**src/rtl/core/b62_pkg.sv**
```systemverilog
// ----------------------------------------------------------------------------
// b62_pkg: shared types, codes and character helpers of the base-62 codec.
// Holds the request and response payload types and the glyph mapping.
// ----------------------------------------------------------------------------
`default_nettype none

package b62_pkg;

   localparam int unsigned MAX_DIGITS_DEF = 11;
   localparam int unsigned BASE           = 62;
   localparam int unsigned NUM_W          = 63;
   // The dividend is walked in 6-bit chunks, most significant chunk first.
   localparam int unsigned CHUNK_W        = 6;
   localparam int unsigned NUM_CHUNKS     = (NUM_W + CHUNK_W - 1) / CHUNK_W;
   localparam int unsigned DIVD_W         = NUM_CHUNKS * CHUNK_W;
   localparam int unsigned CHUNK_CNT_W    = $clog2(NUM_CHUNKS);

   localparam logic OP_ENCODE = 1'b0;
   localparam logic OP_DECODE = 1'b1;

   localparam logic KIND_DIGIT  = 1'b0;
   localparam logic KIND_DECODE = 1'b1;

   localparam logic [1:0] ST_OK       = 2'd0;
   localparam logic [1:0] ST_BAD_CHAR = 2'd1;
   localparam logic [1:0] ST_OVERFLOW = 2'd2;

   typedef struct packed {
      logic             operation;
      logic [NUM_W-1:0] number;
      logic [7:0]       code_char;
      logic             end_of_code;
   } req_type;

   typedef struct packed {
      logic [7:0]       digit_char;
      logic             last_digit;
      logic [NUM_W-1:0] decoded_value;
      logic [1:0]       status;
      logic             result_kind;
   } rsp_type;

   // Digit value 0..61 to its character.
   function automatic logic [7:0] digit_to_glyph(input logic [5:0] d);
      logic [7:0] g;
      if (d < 6'd10) begin
         g = 8'h30 + {2'b00, d};
      end else if (d < 6'd36) begin
         g = 8'h41 + {2'b00, d} - 8'd10;
      end else begin
         g = 8'h61 + {2'b00, d} - 8'd36;
      end
      return g;
   endfunction

   // Character to digit value; bit 6 set means the byte is outside the alphabet.
   function automatic logic [6:0] glyph_to_digit(input logic [7:0] ch);
      logic [6:0] v;
      if (ch >= 8'h30 && ch <= 8'h39) begin
         v = {1'b0, 6'(ch - 8'h30)};
      end else if (ch >= 8'h41 && ch <= 8'h5A) begin
         v = {1'b0, 6'(ch - 8'h41 + 8'd10)};
      end else if (ch >= 8'h61 && ch <= 8'h7A) begin
         v = {1'b0, 6'(ch - 8'h61 + 8'd36)};
      end else begin
         v = 7'h40;
      end
      return v;
   endfunction

endpackage

`default_nettype wire

```
**src/rtl/core/b62_div_step.sv**
```systemverilog
// ----------------------------------------------------------------------------
// b62_div_step: one radix-64 step of long division by 62.
// Takes the running remainder joined with the next 6-bit chunk and returns
// the quotient digit and the new remainder.
// ----------------------------------------------------------------------------
`default_nettype none

module b62_div_step
   import b62_pkg::*;
(
   input  wire logic [11:0] partial,
   output logic [5:0]       quot_digit,
   output logic [5:0]       remainder
);

   // 1057 / 65536 is just below 1/62, so the estimate is low by at most one.
   localparam logic [10:0] RECIP = 11'd1057;

   logic [22:0] product;
   logic [5:0]  q_est;
   logic [11:0] r_est;

   always_comb begin
      product = {11'd0, partial} * {12'd0, RECIP};
      q_est   = product[21:16];
      r_est   = partial - 12'(BASE) * {6'd0, q_est};
      if (r_est >= 12'(BASE)) begin
         quot_digit = q_est + 6'd1;
         remainder  = 6'(r_est - 12'(BASE));
      end else begin
         quot_digit = q_est;
         remainder  = r_est[5:0];
      end
   end

endmodule

`default_nettype wire

```
**src/rtl/core/base62_codec_unit.sv**
```systemverilog
// ----------------------------------------------------------------------------
// base62_codec_unit: two-way base-62 codec (0-9, A-Z, a-z).
// Encode: all digits are worked out on the shared divide-by-62 step (one
// 6-bit chunk per cycle) before the first leaves, most significant first;
// an n-digit request (n up to 11) holds the input until its last digit has
// left, and output stalls add to this.
// Decode: each character passes S_DEC, and one that ends the code S_DRSP too.
// Synchronous reset clears the sequencer, the response valid flag and decode state.
// ----------------------------------------------------------------------------
`default_nettype none

module base62_codec_unit
   import b62_pkg::*;
#(
   parameter int unsigned MAX_DIGITS = MAX_DIGITS_DEF
)
(
   input  wire logic    clock,
   input  wire logic    reset,
   input  wire logic    req_valid,
   output logic         req_stall,
   input  wire req_type req_data,
   output logic         rsp_valid,
   input  wire logic    rsp_stall,
   output rsp_type      rsp_data
);

   localparam int unsigned IDX_W = $clog2(MAX_DIGITS);

   typedef enum logic [4:0] {
      S_IDLE = 5'b00001,
      S_DIV  = 5'b00010,
      S_EMIT = 5'b00100,
      S_DEC  = 5'b01000,
      S_DRSP = 5'b10000
   } state_type;

   state_type               state_ff, state_in;
   logic [DIVD_W-1:0]       divd_ff, divd_in;
   logic [DIVD_W-1:0]       quot_ff, quot_in;
   logic [5:0]              rem_ff, rem_in;
   logic [CHUNK_CNT_W-1:0]  chunk_ff, chunk_in;
   logic [IDX_W-1:0]        idx_ff, idx_in;
   logic [7:0]              char_ff, char_in;
   logic                    end_ff, end_in;
   logic [NUM_W-1:0]        acc_ff, acc_in;
   logic [1:0]              err_ff, err_in;
   logic                    rsp_valid_ff, rsp_valid_in;
   rsp_type                 rsp_ff, rsp_in;
   logic [5:0]              digit_buf [MAX_DIGITS];

   logic [11:0]             partial;
   logic [5:0]              q_digit;
   logic [5:0]              r_digit;
   logic [DIVD_W-1:0]       quot_next;
   logic                    buf_we;
   logic                    slot_free;
   logic                    accept;
   logic [6:0]              dec_val;
   logic [NUM_W+5:0]        dec_sum;

   b62_div_step u_div_step (
      .partial    (partial),
      .quot_digit (q_digit),
      .remainder  (r_digit)
   );

   assign partial   = {rem_ff, divd_ff[DIVD_W-1 -: CHUNK_W]};
   assign quot_next = {quot_ff[DIVD_W-CHUNK_W-1:0], q_digit};
   assign req_stall = (state_ff != S_IDLE);
   assign accept    = req_valid && !req_stall;
   assign slot_free = !rsp_valid_ff || !rsp_stall;
   assign rsp_valid = rsp_valid_ff;
   assign rsp_data  = rsp_ff;

   // acc * 62 + d is {acc, d} - 2 * acc; any bit above 62 means overflow.
   assign dec_val = glyph_to_digit(char_ff);
   assign dec_sum = {acc_ff, dec_val[5:0]} - {5'd0, acc_ff, 1'b0};

   always_comb begin
      state_in     = state_ff;
      divd_in      = divd_ff;
      quot_in      = quot_ff;
      rem_in       = rem_ff;
      chunk_in     = chunk_ff;
      idx_in       = idx_ff;
      char_in      = char_ff;
      end_in       = end_ff;
      acc_in       = acc_ff;
      err_in       = err_ff;
      rsp_in       = rsp_ff;
      buf_we       = 1'b0;
      rsp_valid_in = rsp_valid_ff && rsp_stall;

      unique case (state_ff)
         S_IDLE: begin
            if (accept) begin
               if (req_data.operation == OP_ENCODE) begin
                  divd_in  = {{(DIVD_W-NUM_W){1'b0}}, req_data.number};
                  quot_in  = '0;
                  rem_in   = '0;
                  chunk_in = '0;
                  idx_in   = '0;
                  state_in = S_DIV;
               end else begin
                  char_in  = req_data.code_char;
                  end_in   = req_data.end_of_code;
                  state_in = S_DEC;
               end
            end
         end
         S_DIV: begin
            divd_in = divd_ff << CHUNK_W;
            quot_in = quot_next;
            rem_in  = r_digit;
            if (chunk_ff == CHUNK_CNT_W'(NUM_CHUNKS - 1)) begin
               // The remainder of the last chunk is the next digit.
               buf_we = 1'b1;
               if (quot_next == '0 || idx_ff == IDX_W'(MAX_DIGITS - 1)) begin
                  state_in = S_EMIT;
               end else begin
                  divd_in  = quot_next;
                  quot_in  = '0;
                  rem_in   = '0;
                  chunk_in = '0;
                  idx_in   = idx_ff + IDX_W'(1);
               end
            end else begin
               chunk_in = chunk_ff + CHUNK_CNT_W'(1);
            end
         end
         S_EMIT: begin
            if (slot_free) begin
               rsp_valid_in         = 1'b1;
               rsp_in.digit_char    = digit_to_glyph(digit_buf[idx_ff]);
               rsp_in.last_digit    = (idx_ff == '0);
               rsp_in.decoded_value = '0;
               rsp_in.status        = ST_OK;
               rsp_in.result_kind   = KIND_DIGIT;
               if (idx_ff == '0) begin
                  state_in = S_IDLE;
               end else begin
                  idx_in = idx_ff - IDX_W'(1);
               end
            end
         end
         S_DEC: begin
            if (err_ff == ST_OK) begin
               if (dec_val[6]) begin
                  err_in = ST_BAD_CHAR;
               end else if (dec_sum[NUM_W+5:NUM_W] != '0) begin
                  err_in = ST_OVERFLOW;
               end else begin
                  acc_in = dec_sum[NUM_W-1:0];
               end
            end
            state_in = end_ff ? S_DRSP : S_IDLE;
         end
         S_DRSP: begin
            if (slot_free) begin
               rsp_valid_in         = 1'b1;
               rsp_in.digit_char    = '0;
               rsp_in.last_digit    = 1'b0;
               rsp_in.decoded_value = (err_ff == ST_OK) ? acc_ff : '0;
               rsp_in.status        = err_ff;
               rsp_in.result_kind   = KIND_DECODE;
               acc_in               = '0;
               err_in               = ST_OK;
               state_in             = S_IDLE;
            end
         end
         default: begin
            state_in = S_IDLE;
         end
      endcase
   end

   always_ff @(posedge clock) begin
      if (reset) begin
         state_ff     <= S_IDLE;
         rsp_valid_ff <= 1'b0;
         acc_ff       <= '0;
         err_ff       <= ST_OK;
      end else begin
         state_ff     <= state_in;
         rsp_valid_ff <= rsp_valid_in;
         acc_ff       <= acc_in;
         err_ff       <= err_in;
      end
   end

   always_ff @(posedge clock) begin
      divd_ff  <= divd_in;
      quot_ff  <= quot_in;
      rem_ff   <= rem_in;
      chunk_ff <= chunk_in;
      idx_ff   <= idx_in;
      char_ff  <= char_in;
      end_ff   <= end_in;
      rsp_ff   <= rsp_in;
   end

   always_ff @(posedge clock) begin
      if (buf_we) begin
         digit_buf[idx_ff] <= r_digit;
      end
   end

endmodule

`default_nettype wire

```
**config.mk**
```make
export PLATFORM = sky130hd
export DESIGN_NAME = base62_codec_unit
export DESIGN_NICKNAME = d
export VERILOG_FILES = /design/src/rtl/core/b62_pkg.sv /design/src/rtl/core/b62_div_step.sv /design/src/rtl/core/base62_codec_unit.sv
export SDC_FILE = /design/constraint.sdc
export NUM_CORES = 1
export LEC_CHECK = 0
export BUFFER_PORTS_ARGS = -buffer_cell sky130_fd_sc_hd__clkbuf_2
export CORE_ASPECT_RATIO = 1.5
export CORE_MARGIN = 2
export CORE_UTILIZATION = 48
export CTS_BUF_LIST = sky130_fd_sc_hd__clkbuf_4 sky130_fd_sc_hd__clkbuf_8 sky130_fd_sc_hd__clkbuf_16
export DETAILED_ROUTE_END_ITERATION = 16
export GPL_TIMING_DRIVEN = 0
export PLACE_DENSITY = 0.66
export SKIP_CTS_REPAIR_TIMING = 1
export SLEW_MARGIN = 20
export SYNTH_ARGS = -nofsm -noshare
export SYNTH_HDL_FRONTEND = slang
export SYNTH_SLANG_ARGS = --single-unit
```
**constraint.sdc**
```tcl
create_clock -name clock -period 10.4 [get_ports clock]
set_clock_uncertainty 0.15 [all_clocks]
set_input_delay 2.08 -clock clock [delete_from_list [all_inputs] [get_ports clock]]
set_output_delay 2.08 -clock clock [all_outputs]
set_load 0.02 [all_outputs]
```
==> metrics.txt, run 1 <==
top-count cell post-synth edfxtp_1; sequential element share of the synthesized area 45.2%; Final Instance Area 25,900 um^2; YS warnings 0; Worst Path Arrival 10.04 ns; CP max stage cell mux2i_1; Max-Cap Viols 0; Pre-antenna DRT Iters 5; port bufs 152; Final Hold Viols 0; Skew-Pair Late Insertion Delay 0.56 ns; Critical Path Source Type flip-flop; Synth Flop Type edfxtp_1; crit-path max FO 10; grt ovf 0; FP Rows 97; Via density 5.98; Final #Nets 2,674; status complete, no violations; CTS max path bufs 3; Synth Instances 2,223; final wirelength 62.6 mm; Worst-Margin Slew 1.10 ns; Mapped Area 22,500 um^2; 1st-iter DRT viols 1,213; root buffer cell clkbuf_16; CTS tree yes; routability cong. 0.925; CP endpoint kind flip-flop; Post-Layout Cell Count 3,056; starting density of the core 48.4%; Yosys reg bits 364; total die area 48,700 um^2; final worst setup slack 0.490 ns; IO Pins 154; Syn Nets 2,468; Final setup viols 0; Synth cell types 73; cell taking the most area after synthesis edfxtp_1; antenna viol nets, final 0; Hold WS 0.374 ns; Die Width 181 um; number of buffers created by CTS 39; largest cells by area after synthesis edfxtp_1 39%, ha_1 8.7%, dfxtp_1 6.7%, xnor2_1 3.1%, a21oi_1 2.8%; Die Height 269 um; Yosys top cell area share 38.5%; Vias 18,300; crit path time final 9.91 ns; global-route wire length before repair 97.2 mm; Placed Instance Area 24,300 um^2; EDFF count, synth 289; WP data required 10.54 ns; most used cell, CP ha_1; Avg Cell Area, Syn 10.1 um^2; Rel. slew slack 26.3%; GRT Overall Usage 24.9%; Slew Viols, Final 0; Crit Path Class flip-flop to flip-flop; wire per inst 20.5 um; top cells by instance count after synthesis 289 x edfxtp_1, 156 x ha_1, 153 x nand2_1; DP Wirelength 48.4 mm; core area 46,500 um^2; FILL cells 4,137; final cycle utilization of the critical path 95.3%; async set-reset flop share out of synthesis 0%; DP Worst Slack -0.707 ns; drt drc 0; CTS clk-pin slew, worst paths 0.06 ns; H-Tree Level Count 2; vias in the first global route 18,400; Largest stage delay, worst path 0.53 ns; area delta synth->final 14.9%; initial antenna violation count 3; Max Freq 101 MHz; hold crit path type flip-flop to flip-flop; CTS sink count 364; placed cell count 2,978; largest net degree at the start of global routing 30; layout cells sized above 1 13.1%
==> critical path, delay by kind of cell, from the launching register on <==
| kind | cells | cell delay (ns) |
|---|---|---|
| adders and majority gates | 9 | 3.45 |
| muxes | 1 | 0.53 |
| DFF | 1 | 0.50 |
| AOI/OAI and AO/OA | 9 | 2.36 |
| xor gates and xnor gates | 3 | 0.54 |
| and+or+nand+nor | 9 | 1.24 |
| buffers and inverters | 5 | 0.84 |
==> layer usage <==
layer	wire length, um	track usage (%)	up-vias	share of wire, %
met4	2340	9.36	2	3.7
met5	13	0	-	0.021
met2	34500	48.5	499	55
li1	-	-	8803	-
met3	2420	2.70	146	3.9
met1	23300	27.2	8818	37
==> kinds of logic (layout without fill, tap and decap cells) <==
group	after synthesis	in the layout	share of synthesized area, %
and+or+nand+nor	734	734	17.0
buffers and inverters	278	515	4.86
other	1	3	0.0167
xor gates and xnor gates	110	110	4.31
muxes	42	42	2.88
AOI/OAI and AO/OA	526	526	16.0
DFF	364	364	45.2
adders and majority gates	168	168	9.74
==> per-stage QoR <==
stage | setup TNS (ns) | utilization (%)
final | 0 | 55.6
after global routing | -0.578 | 55.6
after CTS | -56.83 | 55.2
after detailed placement | -52.55 | 52.2
after global placement | -100.31 | 51.7
after floorplan | 0 | -
==> path summary, 6_finish.rpt <==
path | start | end | slack, ns | cells after the start
setup / recovery | rem_ff[1] | quot_ff[59] | 0.49 | 36
hold / removal | acc_ff[51] | acc_ff[51] | 0.37 | 1
setup reg to reg | rem_ff[1] | quot_ff[59] | 0.49 | 36
hold reg to reg | acc_ff[51] | acc_ff[51] | 0.37 | 1
==> layout by cell type, fill, tap and decap left out, types with 21 or more instances in the layout <==
cell type,netlist,layout
clkbuf_16,0,40
ha_1,156,155
nor3_1,39,36
and3_1,70,70
nand2_1,153,153
dfxtp_1,75,75
clkbuf_1,114,113
xnor2_1,80,74
nor4_1,81,81
clkbuf_2,0,152
a21o_1,59,59
edfxtp_1,289,289
o21ai_0,77,74
a22o_1,59,59
xor2_1,29,26
nand4_1,85,85
o211ai_1,66,66
nor2_1,108,107
o21bai_1,21,21
a21oi_1,127,125
nand3_1,99,98
inv_1,135,134
==> final cells by class <==
class	count	area, um^2	area share [%]
clock buffers	47	1060	4.10
plain buffers	142	583	2.25
diodes	2	5.00	0.0194
inverters	135	507	1.96
well taps	594	743	2.87
flip-flops and latches	364	10200	39.4
repair buffers	166	1020	3.94
clock inverters	25	358	1.38
multi-input cells	1581	11400	44.1
==> flip-flops by register name, summed over array words and instances (netlist names), named ones only <==
name	count
chunk_ff	4
acc_ff	63
end_ff	1
idx_ff	4
divd_ff	66
rem_ff	6
digit_buf	66
char_ff	8
state_ff	5
rsp_valid	1
rsp_data	74
quot_ff	60
err_ff	2
Power of run 1 is not shown: default switching activity piles up to over one toggle a cycle in this logic, so the estimate is an artifact.
==> inputs of run 2 (changes only) <==
CORE_UTILIZATION = 50   (was 48)
PLACE_DENSITY = 0.68   (was 0.66)
==> run 2 against run 1 <==
  * Sequential cell count is the same
  * Highest routed layer unchanged
  * Critical path depth is the same
  * Wire length shrank 1.4%
  * Maximum frequency shrank 0.47%
  * Global-route usage grew 1.1 points
  * Design area shrank 0.93%
  * Via count grew 0.56%
  * Largest cell class unchanged
  * Final cell count shrank 0.56%
  * Non-clock buffer count grew 1
  * First-iteration DRC count grew 1.4%
==> metrics.txt, run 2 (synthesized netlist as in run 1, its figures left out) <==
status complete, no violations; 1st-iter DRT viols 1,230 (+1.4%); Vias 18,400 (+0.56%); Hold WS 0.382 ns (+0.00810 ns); GRT Overall Usage 26.0% (+1.1 points); Largest stage delay, worst path 0.51 ns (-0.02 ns); global-route wire length before repair 96.3 mm (-0.94%); Via density 6.05 (+1.1%); total die area 46,800 um^2 (-3.9%); Rel. slew slack 22.5% (-3.8 points); Multi-input gate area 11,400 um^2 (-0.15%); routability cong. 0.931 (+0.65%); DP Wirelength 47.7 mm (-1.4%); # diodes 0 (-2); r2r startpoint rem_ff[1]; critical path startpoint rem_ff[1]; final wirelength 61.7 mm (-1.4%); Final #Nets 2,673 (-0.037%); Register Area 10,200 um^2 (unchanged); Max Freq 100 MHz (-0.47%); area delta synth->final 13.8%; most used cell, CP ha_1; WP data required 10.51 ns (-0.03 ns); Crit Path Class flip-flop to flip-flop; CTS clk-pin slew, worst paths 0.06 ns (about the same); crit-path max FO 10 (unchanged); Worst-Margin Slew 1.16 ns (+0.0615 ns); Largest register FFs 74 (unchanged); FP Rows 95 (-2.1%); grt ovf 0 (unchanged); port bufs 152 (unchanged); layout cells sized above 1 12.9% (-0.19 points); core area 44,700 um^2 (-3.9%); wire per inst 20.3 um (-0.86%); antenna viol nets, final 0 (unchanged); initial antenna violation count 3 (unchanged); Skew-Pair Late Insertion Delay 0.56 ns (about the same); Pre-antenna DRT Iters 6 (+1); IO Pins 154 (unchanged); CP max stage cell fa_1; Final Hold Viols 0 (unchanged); commonest non-fill, non-tap cell in the layout edfxtp_1; drt drc 0 (unchanged); Die Width 177 um (-2.0%); hold crit path type flip-flop to flip-flop; CTS tree yes; number of buffers created by CTS 37 (-5.1%); HP Start acc_ff[20]; vias in the first global route 18,400 (+0.22%); Critical Path Source Type flip-flop; most frequent cells in the layout 289 x edfxtp_1, 155 x ha_1, 153 x nand2_1; CTS sink count 364 (unchanged); Die Height 264 um (-2.0%); largest net degree at the start of global routing 28 (-6.7%); Slew Viols, Final 0 (unchanged); H-Tree Level Count 2 (unchanged); CTS max path bufs 3 (unchanged); root buffer cell clkbuf_16; crit path time final 9.96 ns (+0.0469 ns); CP endpoint kind flip-flop; Worst Path Arrival 10.07 ns (+0.03 ns); Max-Cap Viols 0 (unchanged); Final setup viols 0 (unchanged); FILL cells 3,934 (-4.9%); starting density of the core 50.4% (+1.9 points); final cycle utilization of the critical path 95.7% (+0.45 points)
-- run 2: final timing paths --
check                                   end  slack (ns)  cells after the start
worst min register to register   acc_ff[20]        0.38                      1
worst max register to register  divd_ff[62]        0.44                     36
worst min-delay path             acc_ff[20]        0.38                      1
worst max-delay path            divd_ff[62]        0.44                     36
-- run 2: critical path: cells and delay by family, from the launching register on --
kind | cells | cell delay (ns)
adder cells (fa/ha/maj) | 9 | 3.41
XOR/XNOR | 3 | 0.58
AO/OA/AOI/OAI | 10 | 2.68
AND/OR/NAND/NOR | 8 | 1.44
flip-flops | 1 | 0.50
buffers and inverters | 6 | 0.92
-- run 2: cell type report --
| cell class | instances | share of cell area (%) |
|---|---|---|
| Tap cell | 582 | 2.84 |
| Multi-Input combinational cell | 1581 | 44.5 |
| Inverter | 135 | 1.98 |
| Timing Repair Buffer | 167 | 4.03 |
| Buffer | 142 | 2.28 |
| Clock buffer | 44 | 3.91 |
| Clock inverter | 24 | 0.772 |
| Sequential cell | 364 | 39.7 |
-- run 2: layer usage --
layer / global-route usage, % / routed length [um] / up-vias
met5: 0 / 39 / -
li1: - / - / 8822
met2: 49.3 / 32900 / 554
met4: 12.4 / 3100 / 6
met3: 3.61 / 2670 / 191
met1: 27.8 / 23000 / 8798
-- run 2: per-stage QoR --
stage	cell area, um^2	std cells	utilization (%)	worst slack (ns)	TNS, ns
after floorplan	22500	2223	-	1.22	0
after global placement	24000	2957	53.7	-0.566	-106.04
after detailed placement	24300	2966	54.3	-0.673	-53.56
after CTS	25500	3034	57.0	-0.716	-60.52
after global routing	25600	3039	57.3	-0.0181	-0.0473
final	25600	3039	57.3	0.444	0
Power of run 2 is left out for the same reason.
